**src/sv/rgbse_pkg.sv**
```systemverilog
// ----------------------------------------------------------------------------
// rgbse_pkg
// Shared types and constants for the float-to-shared-exponent color encoder.
// ----------------------------------------------------------------------------
package rgbse_pkg;

  localparam int unsigned NumCh     = 3;
  localparam int unsigned FloatW    = 32;
  localparam int unsigned ExpW      = 8;
  localparam int unsigned FracW     = 23;
  localparam int unsigned SigW      = FracW + 1;
  localparam int unsigned ByteW     = 8;
  localparam int unsigned ShiftW    = 5;
  // Width that holds 16 + max_exp - e without loss.
  localparam int unsigned ShiftSumW = ExpW + 2;

  localparam logic [ExpW-1:0]      ExpAllOnes = 8'hFF;
  localparam logic [ExpW-1:0]      MinBiased  = 8'd7;
  localparam logic [ExpW-1:0]      ExpOffset  = 8'd134;
  localparam logic [ShiftSumW-1:0] ShiftBase  = 10'd16;

  // Unpacked channel after the first stage.
  typedef struct packed {
    logic [SigW-1:0] sig;   // significand with hidden bit
    logic [ExpW-1:0] eeff;  // effective biased exponent (1 for subnormals)
  } chan_t;

  typedef struct packed {
    chan_t [NumCh-1:0] ch;
    logic [ExpW-1:0]   max_exp;
    logic              all_zero;
    logic              err;
  } s1_t;

  typedef struct packed {
    logic [NumCh-1:0][SigW-1:0]   sig;
    logic [NumCh-1:0][ShiftW-1:0] shift;
    logic [NumCh-1:0]             kill;      // shift of 32 or more
    logic [ExpW-1:0]              shared_exp;
    logic                         zero_out;  // force all fields to zero
    logic                         err;
  } s2_t;

  typedef struct packed {
    logic [NumCh-1:0][ByteW-1:0] bytes;
    logic [ExpW-1:0]             shared_exp;
    logic                        err;
  } res_t;

endpackage

```
**src/sv/rgbse_classify.sv**
```systemverilog
// ----------------------------------------------------------------------------
// rgbse_classify
// First stage: unpacks the three floats, flags bad input, finds the largest
// biased exponent.
// ----------------------------------------------------------------------------
module rgbse_classify (
  input  logic                                               clk_i,
  input  logic                                               rst_ni,
  input  logic                                               valid_i,
  output logic                                               ready_o,
  input  logic [rgbse_pkg::NumCh-1:0][rgbse_pkg::FloatW-1:0] bits_i,
  output logic                                               valid_o,
  input  logic                                               ready_i,
  output rgbse_pkg::s1_t                                     data_o
);

  logic           valid_q;
  rgbse_pkg::s1_t data_d, data_q;

  always_comb begin
    logic [rgbse_pkg::ExpW-1:0] e;
    logic [rgbse_pkg::ExpW-1:0] emax;
    logic                       zero;
    logic                       err;
    emax = '0;
    zero = 1'b1;
    err  = 1'b0;
    for (int i = 0; i < rgbse_pkg::NumCh; i++) begin
      e = bits_i[i][rgbse_pkg::FloatW-2 -: rgbse_pkg::ExpW];
      if (bits_i[i][rgbse_pkg::FloatW-2:0] != '0) begin
        zero = 1'b0;
        // A negative zero is still a zero; any other negative value is bad.
        if (bits_i[i][rgbse_pkg::FloatW-1]) begin
          err = 1'b1;
        end
      end
      if (e == rgbse_pkg::ExpAllOnes) begin
        err = 1'b1;
      end
      if (e > emax) begin
        emax = e;
      end
      data_d.ch[i].sig  = {(e != '0), bits_i[i][rgbse_pkg::FracW-1:0]};
      data_d.ch[i].eeff = (e == '0) ? rgbse_pkg::ExpW'(1) : e;
    end
    data_d.max_exp  = emax;
    data_d.all_zero = zero;
    data_d.err      = err;
  end

  assign ready_o = !valid_q || ready_i;
  assign valid_o = valid_q;
  assign data_o  = data_q;

  always_ff @(posedge clk_i or negedge rst_ni) begin
    if (!rst_ni) begin
      valid_q <= 1'b0;
    end else if (ready_o) begin
      valid_q <= valid_i;
    end
  end

  always_ff @(posedge clk_i) begin
    if (ready_o && valid_i) begin
      data_q <= data_d;
    end
  end

endmodule

```
**src/sv/rgbse_align.sv**
```systemverilog
// ----------------------------------------------------------------------------
// rgbse_align
// Second stage: final error decision, shared exponent and per-channel
// shift amounts.
// ----------------------------------------------------------------------------
module rgbse_align (
  input  logic           clk_i,
  input  logic           rst_ni,
  input  logic           valid_i,
  output logic           ready_o,
  input  rgbse_pkg::s1_t data_i,
  output logic           valid_o,
  input  logic           ready_i,
  output rgbse_pkg::s2_t data_o
);

  logic           valid_q;
  rgbse_pkg::s2_t data_d, data_q;

  always_comb begin
    logic [rgbse_pkg::ShiftSumW-1:0] sum;
    logic                            err;
    err = data_i.err || (!data_i.all_zero && (data_i.max_exp < rgbse_pkg::MinBiased));
    for (int i = 0; i < rgbse_pkg::NumCh; i++) begin
      // On the normal path max_exp is at least 7 and never below eeff.
      sum = rgbse_pkg::ShiftBase
          + rgbse_pkg::ShiftSumW'(data_i.max_exp)
          - rgbse_pkg::ShiftSumW'(data_i.ch[i].eeff);
      data_d.sig[i]   = data_i.ch[i].sig;
      data_d.shift[i] = sum[rgbse_pkg::ShiftW-1:0];
      data_d.kill[i]  = (sum[rgbse_pkg::ShiftSumW-1:rgbse_pkg::ShiftW] != '0);
    end
    data_d.shared_exp = data_i.max_exp - rgbse_pkg::ExpOffset;
    data_d.zero_out   = err || data_i.all_zero;
    data_d.err        = err;
  end

  assign ready_o = !valid_q || ready_i;
  assign valid_o = valid_q;
  assign data_o  = data_q;

  always_ff @(posedge clk_i or negedge rst_ni) begin
    if (!rst_ni) begin
      valid_q <= 1'b0;
    end else if (ready_o) begin
      valid_q <= valid_i;
    end
  end

  always_ff @(posedge clk_i) begin
    if (ready_o && valid_i) begin
      data_q <= data_d;
    end
  end

endmodule

```
**src/sv/rgbse_scale.sv**
```systemverilog
// ----------------------------------------------------------------------------
// rgbse_scale
// Third stage: shifts each significand into a byte and holds the result
// register that faces the output.
// ----------------------------------------------------------------------------
module rgbse_scale (
  input  logic            clk_i,
  input  logic            rst_ni,
  input  logic            valid_i,
  output logic            ready_o,
  input  rgbse_pkg::s2_t  data_i,
  output logic            valid_o,
  input  logic            ready_i,
  output rgbse_pkg::res_t data_o
);

  logic            valid_q;
  rgbse_pkg::res_t data_d, data_q;

  always_comb begin
    logic [rgbse_pkg::SigW-1:0] shifted;
    for (int i = 0; i < rgbse_pkg::NumCh; i++) begin
      shifted = data_i.sig[i] >> data_i.shift[i];
      if (data_i.zero_out || data_i.kill[i]) begin
        data_d.bytes[i] = '0;
      end else begin
        data_d.bytes[i] = shifted[rgbse_pkg::ByteW-1:0];
      end
    end
    data_d.shared_exp = data_i.zero_out ? '0 : data_i.shared_exp;
    data_d.err        = data_i.err;
  end

  assign ready_o = !valid_q || ready_i;
  assign valid_o = valid_q;
  assign data_o  = data_q;

  always_ff @(posedge clk_i or negedge rst_ni) begin
    if (!rst_ni) begin
      valid_q <= 1'b0;
    end else if (ready_o) begin
      valid_q <= valid_i;
    end
  end

  always_ff @(posedge clk_i) begin
    if (ready_o && valid_i) begin
      data_q <= data_d;
    end
  end

endmodule

```
**src/sv/rgb_float_to_shared_exponent.sv**
```systemverilog
// Throughput: one item per cycle when not stalled; every stage takes a new
// item whenever it is empty or its contents move on, so bubbles close up
// under a stall.
// Reset: rst_ni is asynchronous and active low; it empties all three stages.
// The three register stages are classify, align and scale.
// ----------------------------------------------------------------------------
// rgb_float_to_shared_exponent
// Encodes three non-negative single-precision color channels as three bytes
// that share one signed exponent.
// ----------------------------------------------------------------------------
//
// The largest channel sets the shared exponent (its biased exponent minus
// 134), which places that channel's value in 128..255. Every channel byte is
// its 24-bit significand shifted right by 16 plus its exponent gap to the
// largest channel, truncated. An all-zero pixel gives zero bytes and exponent
// zero. A negative channel (other than negative zero), an infinity or NaN, or
// a largest exponent that would put the shared exponent below -127 raises the
// error flag on tuser and forces every byte and the exponent to zero.
//
// Stage one unpacks the floats, checks them and picks the largest biased
// exponent. Stage two settles the error, the shared exponent and the shift
// for each channel. Stage three runs the three barrel shifters; its register
// drives the output.
module rgb_float_to_shared_exponent (
  input  logic        clk_i,
  input  logic        rst_ni,
  input  logic        s_axis_tvalid,
  output logic        s_axis_tready,
  // Fields from bit 0 up: red_bits[31:0], green_bits[63:32], blue_bits[95:64].
  input  logic [95:0] s_axis_tdata,
  output logic        m_axis_tvalid,
  input  logic        m_axis_tready,
  // Fields from bit 0 up: red_byte[7:0], green_byte[15:8], blue_byte[23:16],
  // shared_exponent[31:24] (signed).
  output logic [31:0] m_axis_tdata,
  // Fields: input_error[0].
  output logic        m_axis_tuser
);

  logic [rgbse_pkg::NumCh-1:0][rgbse_pkg::FloatW-1:0] in_bits;

  logic            s1_valid, s1_ready;
  rgbse_pkg::s1_t  s1_data;
  logic            s2_valid, s2_ready;
  rgbse_pkg::s2_t  s2_data;
  rgbse_pkg::res_t res;

  // Channel 0 is red and sits in the lowest bits of the input word.
  assign in_bits = s_axis_tdata;

  rgbse_classify u_classify (
    .clk_i   (clk_i),
    .rst_ni  (rst_ni),
    .valid_i (s_axis_tvalid),
    .ready_o (s_axis_tready),
    .bits_i  (in_bits),
    .valid_o (s1_valid),
    .ready_i (s1_ready),
    .data_o  (s1_data)
  );

  rgbse_align u_align (
    .clk_i   (clk_i),
    .rst_ni  (rst_ni),
    .valid_i (s1_valid),
    .ready_o (s1_ready),
    .data_i  (s1_data),
    .valid_o (s2_valid),
    .ready_i (s2_ready),
    .data_o  (s2_data)
  );

  rgbse_scale u_scale (
    .clk_i   (clk_i),
    .rst_ni  (rst_ni),
    .valid_i (s2_valid),
    .ready_o (s2_ready),
    .data_i  (s2_data),
    .valid_o (m_axis_tvalid),
    .ready_i (m_axis_tready),
    .data_o  (res)
  );

  assign m_axis_tdata = {res.shared_exp, res.bytes[2], res.bytes[1], res.bytes[0]};
  assign m_axis_tuser = res.err;

endmodule

```
**config.mk**
```make
export PLATFORM = sky130hd
export DESIGN_NAME = rgb_float_to_shared_exponent
export DESIGN_NICKNAME = d
export VERILOG_FILES = /design/src/sv/rgbse_pkg.sv /design/src/sv/rgbse_classify.sv /design/src/sv/rgbse_align.sv /design/src/sv/rgbse_scale.sv /design/src/sv/rgb_float_to_shared_exponent.sv
export SDC_FILE = /design/constraint.sdc
export NUM_CORES = 1
export LEC_CHECK = 0
export BUFFER_PORTS_ARGS = -buffer_cell sky130_fd_sc_hd__buf_2
export CAP_MARGIN = 20
export CORE_ASPECT_RATIO = 1.4
export CORE_UTILIZATION = 39
export DETAILED_ROUTE_END_ITERATION = 16
export SYNTH_ARGS = -nofsm -noshare
export SYNTH_HDL_FRONTEND = slang
export SYNTH_SLANG_ARGS = --single-unit
```
**constraint.sdc**
```tcl
create_clock -name clk_i -period 3.51 [get_ports clk_i]
set_clock_uncertainty 0.1 [all_clocks]
set_input_delay 0.5265 -clock clk_i [delete_from_list [all_inputs] [get_ports clk_i]]
set_output_delay 0.5265 -clock clk_i [all_outputs]
set_load 0.05 [all_outputs]
```
==> run metrics <==
status finished, final reports clean; Die Area ~33000 um2; Seq cells post-synth 242; die width roughly 150 um; final core utilization 0.463; Post-Syn Instances around 910; Via Count roughly 7700; share of layout cells above drive strength 1 0.258; chip height between 200 and 250 um; GRT Total Usage 0.161; VDD IR max about 0.31 mV; Power Dens Cells 555 nW/um2; Synthesized Nets 1059; hold path start s_axis_tdata[5]; startpoint class of the critical path input pin; total detailed-routing wirelength approximately 26000 um; Fin Hold WS between 0.09 and 0.1 ns; antenna-violating nets left 0; Synth area leaders edfxtp_1, mux4_2, ha_1; sequential area share after synthesis 0.582; CTS Root Cell clkbuf_16; final period utilization 0.893; Fin. Hold Viols 0; Hold Crit Depth 1; post-layout min period 3.13 ns; R2R Setup Slk approximately 0.69 ns; critical path capture point type flop; CP required roughly 3.7 ns; GPL Wtd Cong 0.891; initial core utilization 0.396; Post-synth EDFFs 239; Via-to-Cell Ratio 5.24; DRC viols 0; # rows slightly below 80; Slew Limit Fails 0; Yosys top cell by area edfxtp_1; Syn Std Cell Area roughly 12000 um2; routed wire length per instance ~18 um; hold path endpoint u_classify.data_o[23]$_DFFE_PP_; Critical Path AT about 3.3 ns; top_reg_cell synth edfxtp_1; DR pass1 iterations 4; Synth cell types 55; FF-to-FF End u_align.data_o[12]$_DFFE_PP_; relative slew slack 0.331; Initial DRC Count 377; Synth top area share 0.576; largest net degree at the start of global routing 57; clk slew on worst S/H paths around 0.060 ns; Leak around 5.6 nW; critical path peak fanout 7; H-tree lvl count 1; Min-Delay Path Class input pin to flop; Setup CP Type input pin to flop; Ys Warns 0; Max Freq between 0.3 and 0.4 GHz; Core Region roughly 32000 um2; worst reg-to-reg path cell count 9; later-pin clock latency in the skew report approximately 0.52 ns; Nets 1208; IO Port Bufs around 130; Worst Tran Pin Value between 1 and 1.5 ns; unrepaired setup endpoints after global routing no; initial antenna violation count 0; area grow syn2layout 17.0%; Reg-to-Reg Start u_classify.data_o[6]$_DFFE_PP_; CTS Buffer Depth 3; overflow left after global routing 0; CTS tree yes; n_diodes 0; CTS Sinks about 240; Overall Power 8.10 mW; Final HPWL DP roughly 20000 um; wire length of the first global-routing pass approximately 41000 um; final setup vio count 0; max-cap viol count 0; Post-synth ARST share 0.0124; Mapped Avg Cell Area between 10 and 15 um2; I/O pins around 140; TritonCTS Buffers 25; vias in the first global route 7723
## where the power goes
part / switching, mW / internal, mW
clock: 1.12 / 1.48
combinational: 0.928 / 0.819
sequential: 0.238 / 3.51
total: 2.29 / 5.81
## cell type report
class | instances | area, um2
Fill cell | 2821 | 16900
Sequential cell | 242 | 7250
Multi-Input combinational cell | 544 | 4700
Timing Repair Buffer | 175 | 1030
Clock buffer | 26 | 629
Tap cell | 395 | 494
Inverter | 74 | 285
Clock inverter | 19 | 186
## through the flow
stage	setup TNS [ns]	cell area (um2)	worst slack (ns)	std cells
after floorplan	-0.107	12500	-0.107	913
after global placement	-1.08	13700	-0.141	1428
after detailed placement	-1.10	13700	-0.149	1428
after CTS	0	14500	0.389	1474
after global routing	0	14600	0.173	1475
final	0	14600	0.377	1475
## kinds of logic after synthesis
family / synth area share
adder cells (fa/ha/maj): 0.0480
multiplexers: 0.143
AND/OR/NAND/NOR: 0.0939
XOR/XNOR: 0.0141
AO/OA/AOI/OAI: 0.0737
flip-flops: 0.582
buffers and inverters: 0.0455
## metal layers
metal,GRT usage,vias to the layer above,routed length (um)
li1,-,3814,-
met1,0.187,3721,10400
met2,0.305,170,13800
met3,0.0230,31,1060
met4,0.0529,0,587
met5,0,-,0
## worst max-delay path by stage
| stage | start | to | cells past startpoint |
|---|---|---|---|
| global placement | s_axis_tdata[26] | u_classify.data_o[5]$_DFFE_PP_ | 16 |
| global route | s_axis_tdata[24] | u_classify.data_o[9]$_DFFE_PP_ | 16 |
| CTS | s_axis_tdata[26] | u_classify.data_o[9]$_DFFE_PP_ | 16 |
| detailed placement | s_axis_tdata[26] | u_classify.data_o[9]$_DFFE_PP_ | 16 |
| floorplan | s_axis_tdata[58] | u_classify.data_o[2]$_DFFE_PP_ | 13 |
| finish | s_axis_tdata[24] | u_classify.data_o[9]$_DFFE_PP_ | 16 |
## placed cells by master (no fill, tap or decap), types with 21 or more instances in the layout
cell	netlist	final
inv_1	69	67
clkbuf_16	0	25
buf_2	6	134
nor4_1	25	25
a21oi_1	47	45
mux4_2	32	32
mux2i_1	40	40
ha_1	43	40
edfxtp_1	239	239
o21ai_0	22	21
nor2b_1	25	25
buf_4	4	37
nand2_1	54	54
nor2_1	40	40
## critical path, cell delays in order
cell      delay [ns]
buf_2           0.12
inv_4           0.05
ha_4            0.18
nor2b_1         0.13
o21bai_1        0.17
a21oi_2         0.09
o31ai_4         0.28
buf_4           0.23
mux2i_1         0.26
ha_1            0.28
a21oi_1         0.15
o21ai_1         0.09
a221oi_1        0.33
a21oi_2         0.08
buf_4           0.19
mux2i_1         0.12
## what timing repair did
item                       4_1_cts  5_1_grt
hold endpoints to repair         3        0
setup endpoints to repair        0        0
hold buffers                     1        0
buffers inserted                 0        0
gates resized for setup          0        0
## cells in the mapped netlist (22+ instances only)
cell	instances
mux2i_1	40
ha_1	43
nor2_1	40
mux4_2	32
o21ai_0	22
nor2b_1	25
a21oi_1	47
inv_1	69
nor4_1	25
nand2_1	54
edfxtp_1	239
clkbuf_1	35
## state kept, by name, indices dropped and copies added, names as in the netlist
signal / count
u_classify.data_o: 106
u_align.data_o: 100
u_scale.data_o: 33
u_align.valid_o: 1
u_classify.valid_o: 1
u_scale.valid_o: 1
Power figures use the tool's default switching activity.
